**src/design/audio_level_meter_core_assert.svh**
```systemverilog
// Assertion macros shared by the level meter RTL.
`ifndef AUDIO_LEVEL_METER_CORE_ASSERT_SVH
`define AUDIO_LEVEL_METER_CORE_ASSERT_SVH

// Same-cycle implication, checked on every rising edge outside reset.
`define ALM_ASSERT_NOW(lbl, ante, cons, msg) \
	lbl: assert property (@(posedge clk) disable iff (!arst_n) (ante) |-> (cons)) else $error(msg);

// Next-cycle implication, checked on every rising edge outside reset.
`define ALM_ASSERT_NEXT(lbl, ante, cons, msg) \
	lbl: assert property (@(posedge clk) disable iff (!arst_n) (ante) |=> (cons)) else $error(msg);

`endif

```
**src/design/alm_pkg.sv**
```systemverilog
// Shared constants, types and helpers of the audio level meter.
package alm_pkg;

	localparam int CHANNELS = 2;
	localparam int SAMPLE_W = 24;
	localparam int SUM_W = 62;
	localparam int COUNT_W = 16;
	localparam int ITER_W = 6;
	localparam int DIV_STEPS = SUM_W;
	localparam int SQRT_STEPS = SUM_W / 2;

	localparam logic [15:0] DECAY_RESET = 16'd62259;
	localparam logic [15:0] WINDOW_RESET = 16'd2048;
	localparam logic STEREO_RESET = 1'b1;
	localparam logic [COUNT_W-1:0] COUNT_MAX = '1;
	localparam logic [SUM_W-1:0] SUM_MAX = '1;
	localparam logic [SAMPLE_W-1:0] LEVEL_MAX = 24'd8388608;

	// Configuration register indexes.
	localparam logic [1:0] REG_DECAY = 2'd0;
	localparam logic [1:0] REG_WINDOW = 2'd1;
	localparam logic [1:0] REG_STEREO = 2'd2;

	// Per-step commands from the sequencer to every lane.
	typedef struct packed {
		logic clear;
		logic load;
		logic mul;
		logic acc;
		logic peak;
		logic rms_start;
	} lane_ctl_t;

	// Magnitude of a two's complement sample; the most negative maps to 2^23.
	function automatic logic [SAMPLE_W-1:0] magnitude(input logic [SAMPLE_W-1:0] s);
		logic [SAMPLE_W-1:0] r;
		r = s[SAMPLE_W-1] ? (~s + 24'd1) : s;
		return r;
	endfunction

endpackage

```
**src/design/alm_lane.sv**
```systemverilog
// One metering lane: peak tracking, square sum, divider and square root.
module alm_lane (
	input  logic                            clk,
	input  logic                            arst_n,
	input  logic                            active,
	input  alm_pkg::lane_ctl_t              ctl,
	input  logic [alm_pkg::SAMPLE_W-1:0]    sample,
	input  logic [15:0]                     decay,
	input  logic [alm_pkg::COUNT_W-1:0]     count,
	output logic [alm_pkg::SAMPLE_W-1:0]    held_peak,
	output logic [alm_pkg::SAMPLE_W-1:0]    rms_level,
	output logic                            busy,
	output logic                            done
);

	logic [alm_pkg::SAMPLE_W-1:0] mag_q;
	logic [2*alm_pkg::SAMPLE_W-1:0] sq_s1;
	logic [alm_pkg::SAMPLE_W-1:0] held_q, block_q, rms_q;
	logic [alm_pkg::SUM_W-1:0] sum_q;
	logic [alm_pkg::SUM_W:0] sum_next;
	logic [alm_pkg::SAMPLE_W+15:0] decay_prod;

	logic busy_q, sqrt_phase_q, done_q;
	logic [alm_pkg::ITER_W-1:0] iter_q;
	logic [alm_pkg::SUM_W-1:0] work_q;
	logic [alm_pkg::COUNT_W-1:0] den_q, rem_q;
	logic [alm_pkg::COUNT_W:0] div_trial;
	logic [alm_pkg::SQRT_STEPS+1:0] srem_q, sq_trial, sq_test;
	logic [alm_pkg::SQRT_STEPS-1:0] root_q;
	logic [alm_pkg::SQRT_STEPS-1:0] root_next;

	assign sum_next = {1'b0, sum_q} + {{(alm_pkg::SUM_W+1-2*alm_pkg::SAMPLE_W){1'b0}}, sq_s1};
	assign decay_prod = held_q * decay;
	assign div_trial = {rem_q, work_q[alm_pkg::SUM_W-1]};
	assign sq_trial = {srem_q[alm_pkg::SQRT_STEPS-1:0], work_q[alm_pkg::SUM_W-1 -: 2]};
	assign sq_test = {root_q, 2'b01};
	assign root_next = {root_q[alm_pkg::SQRT_STEPS-2:0], (sq_trial >= sq_test)};

	// Accumulation and peak hold, stepped by the sequencer, and the saturated RMS result of the root unit.
	always_ff @(posedge clk or negedge arst_n) begin
		if (!arst_n) begin
			held_q <= '0;
			block_q <= '0;
			sum_q <= '0;
			rms_q <= '0;
		end else begin
			if (ctl.clear) begin
				held_q <= '0;
				block_q <= '0;
				sum_q <= '0;
				rms_q <= '0;
			end
			if (active && ctl.acc) begin
				if (mag_q > block_q) begin
					block_q <= mag_q;
				end
				sum_q <= sum_next[alm_pkg::SUM_W] ? alm_pkg::SUM_MAX
					: sum_next[alm_pkg::SUM_W-1:0];
			end
			if (active && ctl.peak) begin
				held_q <= (block_q > held_q) ? block_q : decay_prod[alm_pkg::SAMPLE_W+15:16];
				block_q <= '0;
			end
			if (busy_q && sqrt_phase_q && iter_q == alm_pkg::ITER_W'(alm_pkg::SQRT_STEPS - 1)) begin
				rms_q <= ({1'b0, root_next} > {8'd0, alm_pkg::LEVEL_MAX}) ? alm_pkg::LEVEL_MAX
					: root_next[alm_pkg::SAMPLE_W-1:0];
				sum_q <= '0;
			end
		end
	end

	// Magnitude and square, one register stage each.
	always_ff @(posedge clk) begin
		if (ctl.load) begin
			mag_q <= alm_pkg::magnitude(sample);
		end
		if (ctl.mul) begin
			sq_s1 <= mag_q * mag_q;
		end
	end

	// Restoring divide of the sum by the count, then digit-by-digit square root.
	always_ff @(posedge clk or negedge arst_n) begin
		if (!arst_n) begin
			busy_q <= 1'b0;
			sqrt_phase_q <= 1'b0;
			done_q <= 1'b0;
			iter_q <= '0;
		end else begin
			done_q <= 1'b0;
			if (active && ctl.rms_start) begin
				busy_q <= 1'b1;
				sqrt_phase_q <= 1'b0;
				iter_q <= '0;
			end else if (busy_q) begin
				if (!sqrt_phase_q) begin
					if (iter_q == alm_pkg::ITER_W'(alm_pkg::DIV_STEPS - 1)) begin
						sqrt_phase_q <= 1'b1;
						iter_q <= '0;
					end else begin
						iter_q <= iter_q + 1'b1;
					end
				end else if (iter_q == alm_pkg::ITER_W'(alm_pkg::SQRT_STEPS - 1)) begin
					busy_q <= 1'b0;
					done_q <= 1'b1;
				end else begin
					iter_q <= iter_q + 1'b1;
				end
			end
		end
	end

	// Datapath of the divider and root unit.
	always_ff @(posedge clk) begin
		if (active && ctl.rms_start) begin
			work_q <= sum_q;
			den_q <= count;
			rem_q <= '0;
			srem_q <= '0;
			root_q <= '0;
		end else if (busy_q) begin
			if (!sqrt_phase_q) begin
				if (div_trial >= {1'b0, den_q}) begin
					rem_q <= alm_pkg::COUNT_W'(div_trial - {1'b0, den_q});
					work_q <= {work_q[alm_pkg::SUM_W-2:0], 1'b1};
				end else begin
					rem_q <= div_trial[alm_pkg::COUNT_W-1:0];
					work_q <= {work_q[alm_pkg::SUM_W-2:0], 1'b0};
				end
			end else begin
				srem_q <= (sq_trial >= sq_test) ? (sq_trial - sq_test) : sq_trial;
				root_q <= root_next;
				work_q <= {work_q[alm_pkg::SUM_W-3:0], 2'b00};
			end
		end
	end

	assign held_peak = held_q;
	assign rms_level = rms_q;
	assign busy = busy_q;
	assign done = done_q;

endmodule

```
**config.mk**
```make
export PLATFORM = sky130hd
export DESIGN_NAME = alm_lane
export DESIGN_NICKNAME = d
export VERILOG_FILES = /design/src/design/audio_level_meter_core_assert.svh /design/src/design/alm_pkg.sv /design/src/design/alm_lane.sv
export SDC_FILE = /design/constraint.sdc
export NUM_CORES = 2
export LEC_CHECK = 0
export BUFFER_PORTS_ARGS = -buffer_cell sky130_fd_sc_hd__buf_2
export CAP_MARGIN = 20
export CORE_MARGIN = 2
export CORE_UTILIZATION = 45
export CTS_CLUSTER_DIAMETER = 50
export DETAILED_ROUTE_END_ITERATION = 7
export PLACE_DENSITY = 0.7
export SKIP_CTS_REPAIR_TIMING = 1
export SKIP_LAST_GASP = 1
export SLEW_MARGIN = 20
export SYNTH_ARGS = -nofsm -noshare
export SYNTH_HDL_FRONTEND = slang
export SYNTH_SLANG_ARGS = --single-unit
export TNS_END_PERCENT = 20
```
**constraint.sdc**
```tcl
create_clock -name clk -period 18.31 [get_ports clk]
set_input_delay 2.7465 -clock clk [delete_from_list [all_inputs] [get_ports clk]]
set_output_delay 2.7465 -clock clk [all_outputs]
set_load 0.05 [all_outputs]
```
== Word level (Yosys, flattened, before mapping) ==
Cells that the tools add are included.
Word-level totals
  bits in registers: 371
  input port bits: 65
  output and inout bits: 50
  logic and storage cells: 82
Operators by class
  $add $sub $neg: 5
  multiply operators: 2
  $lt $le $gt $ge: 5
  equal/unequal tests: 3
  mux-type cells: 37
  bitwise logic cells: 2
  reductions and logical operators: 12
Operator list (count)
  62-bit 2-to-1 mux: 7
  24-bit 2-to-1 mux: 9
  62-bit by 48-bit adder with 63-bit output: 1
  24-bit greater-than comparator: 2
  24-bit by 24-bit multiplier with 48-bit output: 1
  24-bit by 16-bit multiplier with 40-bit output: 1
  33-bit >= comparator: 1
  31-bit by 24-bit greater-than comparator with 1-bit output (second input constant): 1
  31-bit 2-to-1 mux: 1
  31-bit subtractor: 1
  6-bit 2-to-1 mux: 5
  24-bit by 1-bit adder with 24-bit output (second input constant): 1
  24-bit inverter: 1
  23-bit 2-to-1 mux: 1
  17-bit by 16-bit >= comparator with 1-bit output: 1
  16-bit 2-to-1 mux: 1
  16-bit subtractor: 1
  1-bit 2-to-1 mux: 13
  6-bit by 1-bit adder with 6-bit output (second input constant): 1
  6-bit by 5-bit == test with 1-bit output (second input constant): 1
  6-bit == test (second input constant): 1
  2-bit AND reduction: 3
  2-bit nonzero test: 3
  1-bit logical AND: 5
  other kinds (3): 3

== Longest topological paths before layout ==
  depth after elaboration: 5
  mapped depth: 29
  depth with buffers taken out: 28

== Least setup slack after synthesis ==
OpenSTA, ideal clock, no wires.
  path type: input to register
  start: in decay[9]
  end: reg held_q, in the netlist held_peak[17]
  setup time: 0.126 ns
  arrival time: 8.660 ns
  data required time: 18.184 ns
  slack: 9.524 ns
  stages: 24
  path buffers: 1
  cells stage by stage: clkbuf_1 -> nand2_1 -> fa_1 -> inv_1 -> fa_1 -> inv_1 -> fa_1 -> inv_1 -> fa_1 -> inv_1 -> fa_1 -> fa_1 -> inv_1 -> ha_1 -> and4_1 -> nor2b_1 -> o21ai_0 -> o21ai_1 -> a41oi_1 -> o21ai_1 -> or3_1 -> a31oi_1 -> xnor2_1 -> a221o_1
Between the ends
  cells in the longest elaborated chain, start to end: 3
Ends and longest elaborated chain
  start: declaration: line alm_lane.sv:8  | input logic [15:0] decay,
  24-bit by 16-bit multiplier with 40-bit output: line alm_lane.sv:33  | assign decay_prod = held_q * decay;
  24-bit 2-to-1 mux: line alm_lane.sv:61  | held_q <= (block_q > held_q) ? block_q : decay_prod[alm_pkg::SAMPLE_W+15:16];
  24-bit 2-to-1 mux: line alm_lane.sv:60  | if (active && ctl.peak) begin
  end signal: assignment: line alm_lane.sv:61
  end: declaration: line alm_lane.sv:18  | logic [alm_pkg::SAMPLE_W-1:0] held_q, block_q, rms_q;
No other way between the ends.
A chain may end at the register's enable or synchronous reset.

== Final worst setup path ==
  start: in decay[6]
  end: reg held_q, in the netlist held_peak[17]
Same word-level chain as after synthesis.

==> flow_metrics.env <==
export IMPL_status="finished clean"
export IMPL_routed_wl_met3_um=6050
export IMPL_cts_clk_slew_worst_paths_ns=0.06
export IMPL_postRouteAntennaNets=0
export IMPL_synth_top_area_share_pct=29.3
export IMPL_core_region_area_um2=110000
export IMPL_crit_start="decay[6]"
export IMPL_drive_gt1_share_pct=5.66
export IMPL_syn_nets=6745
export IMPL_netlist_instances=5519
export IMPL_synth_compound_area_share_pct=11.1
export IMPL_synth_avg_cell_area_um2=9.02
export IMPL_synth_top_family_by_area="adder cells"
export IMPL_drt_met1_wl_um=50900
export IMPL_synth_area_um2=49800
export IMPL_initialDrtViolationCount=2499
export IMPL_worstPathMaxFanout=24
export IMPL_die_h_um=337
export IMPL_ff2ff_setup_slack_ns=9.86
export IMPL_ys_flop_type="edfxtp_1"
export IMPL_multi_input_area_um2=35200
export IMPL_synth_area_mux_share_pct=2.48
export IMPL_crit_path_start_kind="input pin"
export IMPL_regArea_um2=9620
export IMPL_fin_tns_setup_ns=0
export IMPL_min_path_type="reg2reg"
export IMPL_finish_net_count=6746
export IMPL_synth_simple_area_share_pct=14.1
export IMPL_arrival_ns=9.56
export IMPL_cts_inserted_buffers=56
export IMPL_via_count=37700
export IMPL_clock_sinks=370
export IMPL_synth_commonest_cells="inv_1 (1,096), nand2_1 (756), fa_1 (728)"
export IMPL_cts_buffer_depth=3
export IMPL_synth_fa_ha_area_share_pct=40.2
export IMPL_critical_path_endpoint="held_peak[17]$_DFFE_PN0P_"
export IMPL_dp_hpwl_um=90400
export IMPL_syn_to_final_growth_pct=8.18
export IMPL_grt_max_degree=126
export IMPL_fin_crit_ns=9.07
export IMPL_cts_tree="yes"
export IMPL_ys_warn_count=0
export IMPL_ys_async_sr_fraction_pct=38.6
export IMPL_ys_seq_elements=370
export IMPL_worstPathRequired_ns=18.80
export IMPL_seq_area_frac_synth_pct=19.3
export IMPL_relSlewSlack_pct=28.5
export IMPL_top_layer_used="met4"
export IMPL_drv_slew=0
export IMPL_grt_overflow=0
export IMPL_numPortBuffers=114
export IMPL_grt_pass1_vias=40000
export IMPL_ys_types=82
export IMPL_htreeDepth=2
export IMPL_synth_xor_area_share_pct=2.89
export IMPL_hold_violations=0
export IMPL_dr_wl_met2_um=58700
export IMPL_synthTopCellsByArea="fa_1 (29%), ha_1 (11%), edfxtp_1 (9.0%), inv_1 (8.3%), dfrtp_1 (7.2%)"
export IMPL_wl_um=119000
export IMPL_dr_pass1_iters=6
export IMPL_drc=0
export IMPL_initial_core_util_pct=45.2
export IMPL_io_pin_count=115
export IMPL_drv_cap=0
export IMPL_rr_startpoint="mag_q[18]$_DFFE_PP_"
export IMPL_synth_edf_count=149
export IMPL_fin_skew_ns=0.0820
export IMPL_grt_total_usage_pct=21.8
export IMPL_clk_latency_ns=0.67
export IMPL_die_width_um=337
export IMPL_nFillCells=10400
export IMPL_crit_path_end_kind="flop"
export IMPL_root_buffer="clkbuf_16"
export IMPL_timing_rr_end="sq_s1[44]$_DFFE_PP_"
export IMPL_yosysTopAreaCell="fa_1"
export IMPL_routedWlPerCell_um=16.9
export IMPL_grt_pass1_wl_um=201000
export IMPL_routabilityCongestion=0.869
export IMPL_rows=122
export IMPL_yosysMostFrequentCell="inv_1"
export IMPL_dieArea_um2=113000
export IMPL_rsz0062_at_grt="false"
export IMPL_setup_viol=0
export IMPL_tightest_slew_ns=1.07
export IMPL_antenna_found_initial=2
export IMPL_min_period_over_period_pct=49.6
export IMPL_max_freq_mhz=110
export IMPL_reg2reg_depth=25
export IMPL_viasPerCell=5.34
export IMPL_critPathKind="in2reg"
## logic make-up (layout without fill, tap and decap cells)
kind of cell             Yosys count  after routing
buffers and inverters           1322           1371
adder cells (fa/ha/maj)         1161           1161
flip-flops                       370            370
AO/OA/AOI/OAI                    867            867
XOR/XNOR                         164            164
AND/OR/NAND/NOR                 1512           1512
multiplexers                     123            123
other                              0              1
## layout make-up
| type | instances | area share (%) |
|---|---|---|
| clock inverters | 36 | 0.818 |
| inverters | 1096 | 7.65 |
| flip-flops and latches | 370 | 17.9 |
| diodes | 1 | 0.00465 |
| multi-input cells | 3827 | 65.4 |
| well taps | 1488 | 3.46 |
| repair buffers | 169 | 1.91 |
| clock buffers | 70 | 2.91 |
## worst max-delay path, stage by stage
cell,delay [ns]
buf_2,0.41
nand2_1,0.16
fa_1,0.57
inv_1,0.05
fa_1,0.53
inv_1,0.05
fa_1,0.50
inv_1,0.05
fa_1,0.47
inv_1,0.05
fa_1,0.53
inv_1,0.06
fa_1,0.48
ha_1,0.35
and4_1,0.24
nor2b_1,0.13
o21ai_0,0.14
o21ai_1,0.16
a41oi_1,0.61
o21ai_1,0.29
or3_1,0.38
a31oi_1,0.22
xnor2_1,0.08
a221o_1,0.30
## worst min path at each step
stage | start | endpoint | slack (ns) | cells after the start
6_report | root_q[30]$_SDFFE_PP0P_ | root_q[30]$_SDFFE_PP0P_ | 0.47 | 2
5_1_grt | rms_level[0]$_DFFE_PN0P_ | rms_level[0]$_DFFE_PN0P_ | 0.49 | 1
2_1_floorplan | root_q[30]$_SDFFE_PP0P_ | root_q[30]$_SDFFE_PP0P_ | 0.44 | 2
4_1_cts | root_q[30]$_SDFFE_PP0P_ | root_q[30]$_SDFFE_PP0P_ | 0.47 | 2
3_5_place_dp | root_q[30]$_SDFFE_PP0P_ | root_q[30]$_SDFFE_PP0P_ | 0.46 | 2
3_3_place_gp | root_q[30]$_SDFFE_PP0P_ | root_q[30]$_SDFFE_PP0P_ | 0.45 | 2
## state kept, by name (all words and copies together), names as in the netlist, 6 cells and up
name       count
sq_s1         47
rms_level     24
rem_q         16
mag_q         24
sum_q         62
iter_q         6
den_q         16
work_q        62
block_q       24
held_peak     24
srem_q        31
root_q        31
## routing by layer
layer | GRT usage (%) | vias to the layer above
met1 | 28.5 | 18900
met2 | 37.9 | 933
met3 | 2.71 | 197
met5 | 0 | -
li1 | - | 17600
met4 | 6.28 | 0
## through the flow
step	setup slack (ns)	cells	instance area (um^2)	util [%]	hold slack [ns]
3_5_place_dp	8.68	6949	51800	47.0	0.456
2_1_floorplan	9.52	5519	49800	-	0.436
5_1_grt	8.82	7057	53900	48.9	0.494
6_report	9.24	7057	53900	48.9	0.466
3_3_place_gp	8.76	6947	51800	47.0	0.446
4_1_cts	9.32	7055	53800	48.8	0.471
## cell usage in the layout (no fill, tap or decap), drive strengths merged, types with 39 or more instances in the layout
master,instances
o21ai,255
xor2,51
nand4,39
nor2,200
and2,235
xnor2,113
dfrtp,143
nor3,55
mux2i,119
nand3,52
clkbuf,70
a21o,107
inv,1109
fa,728
edfxtp,149
ha,433
a21oi,225
nand2,756
buf,169
dfxtp,78
Power is left out: the tool's default activity adds up to more than one toggle a clock period on the data nets, which glitch-free logic cannot reach.
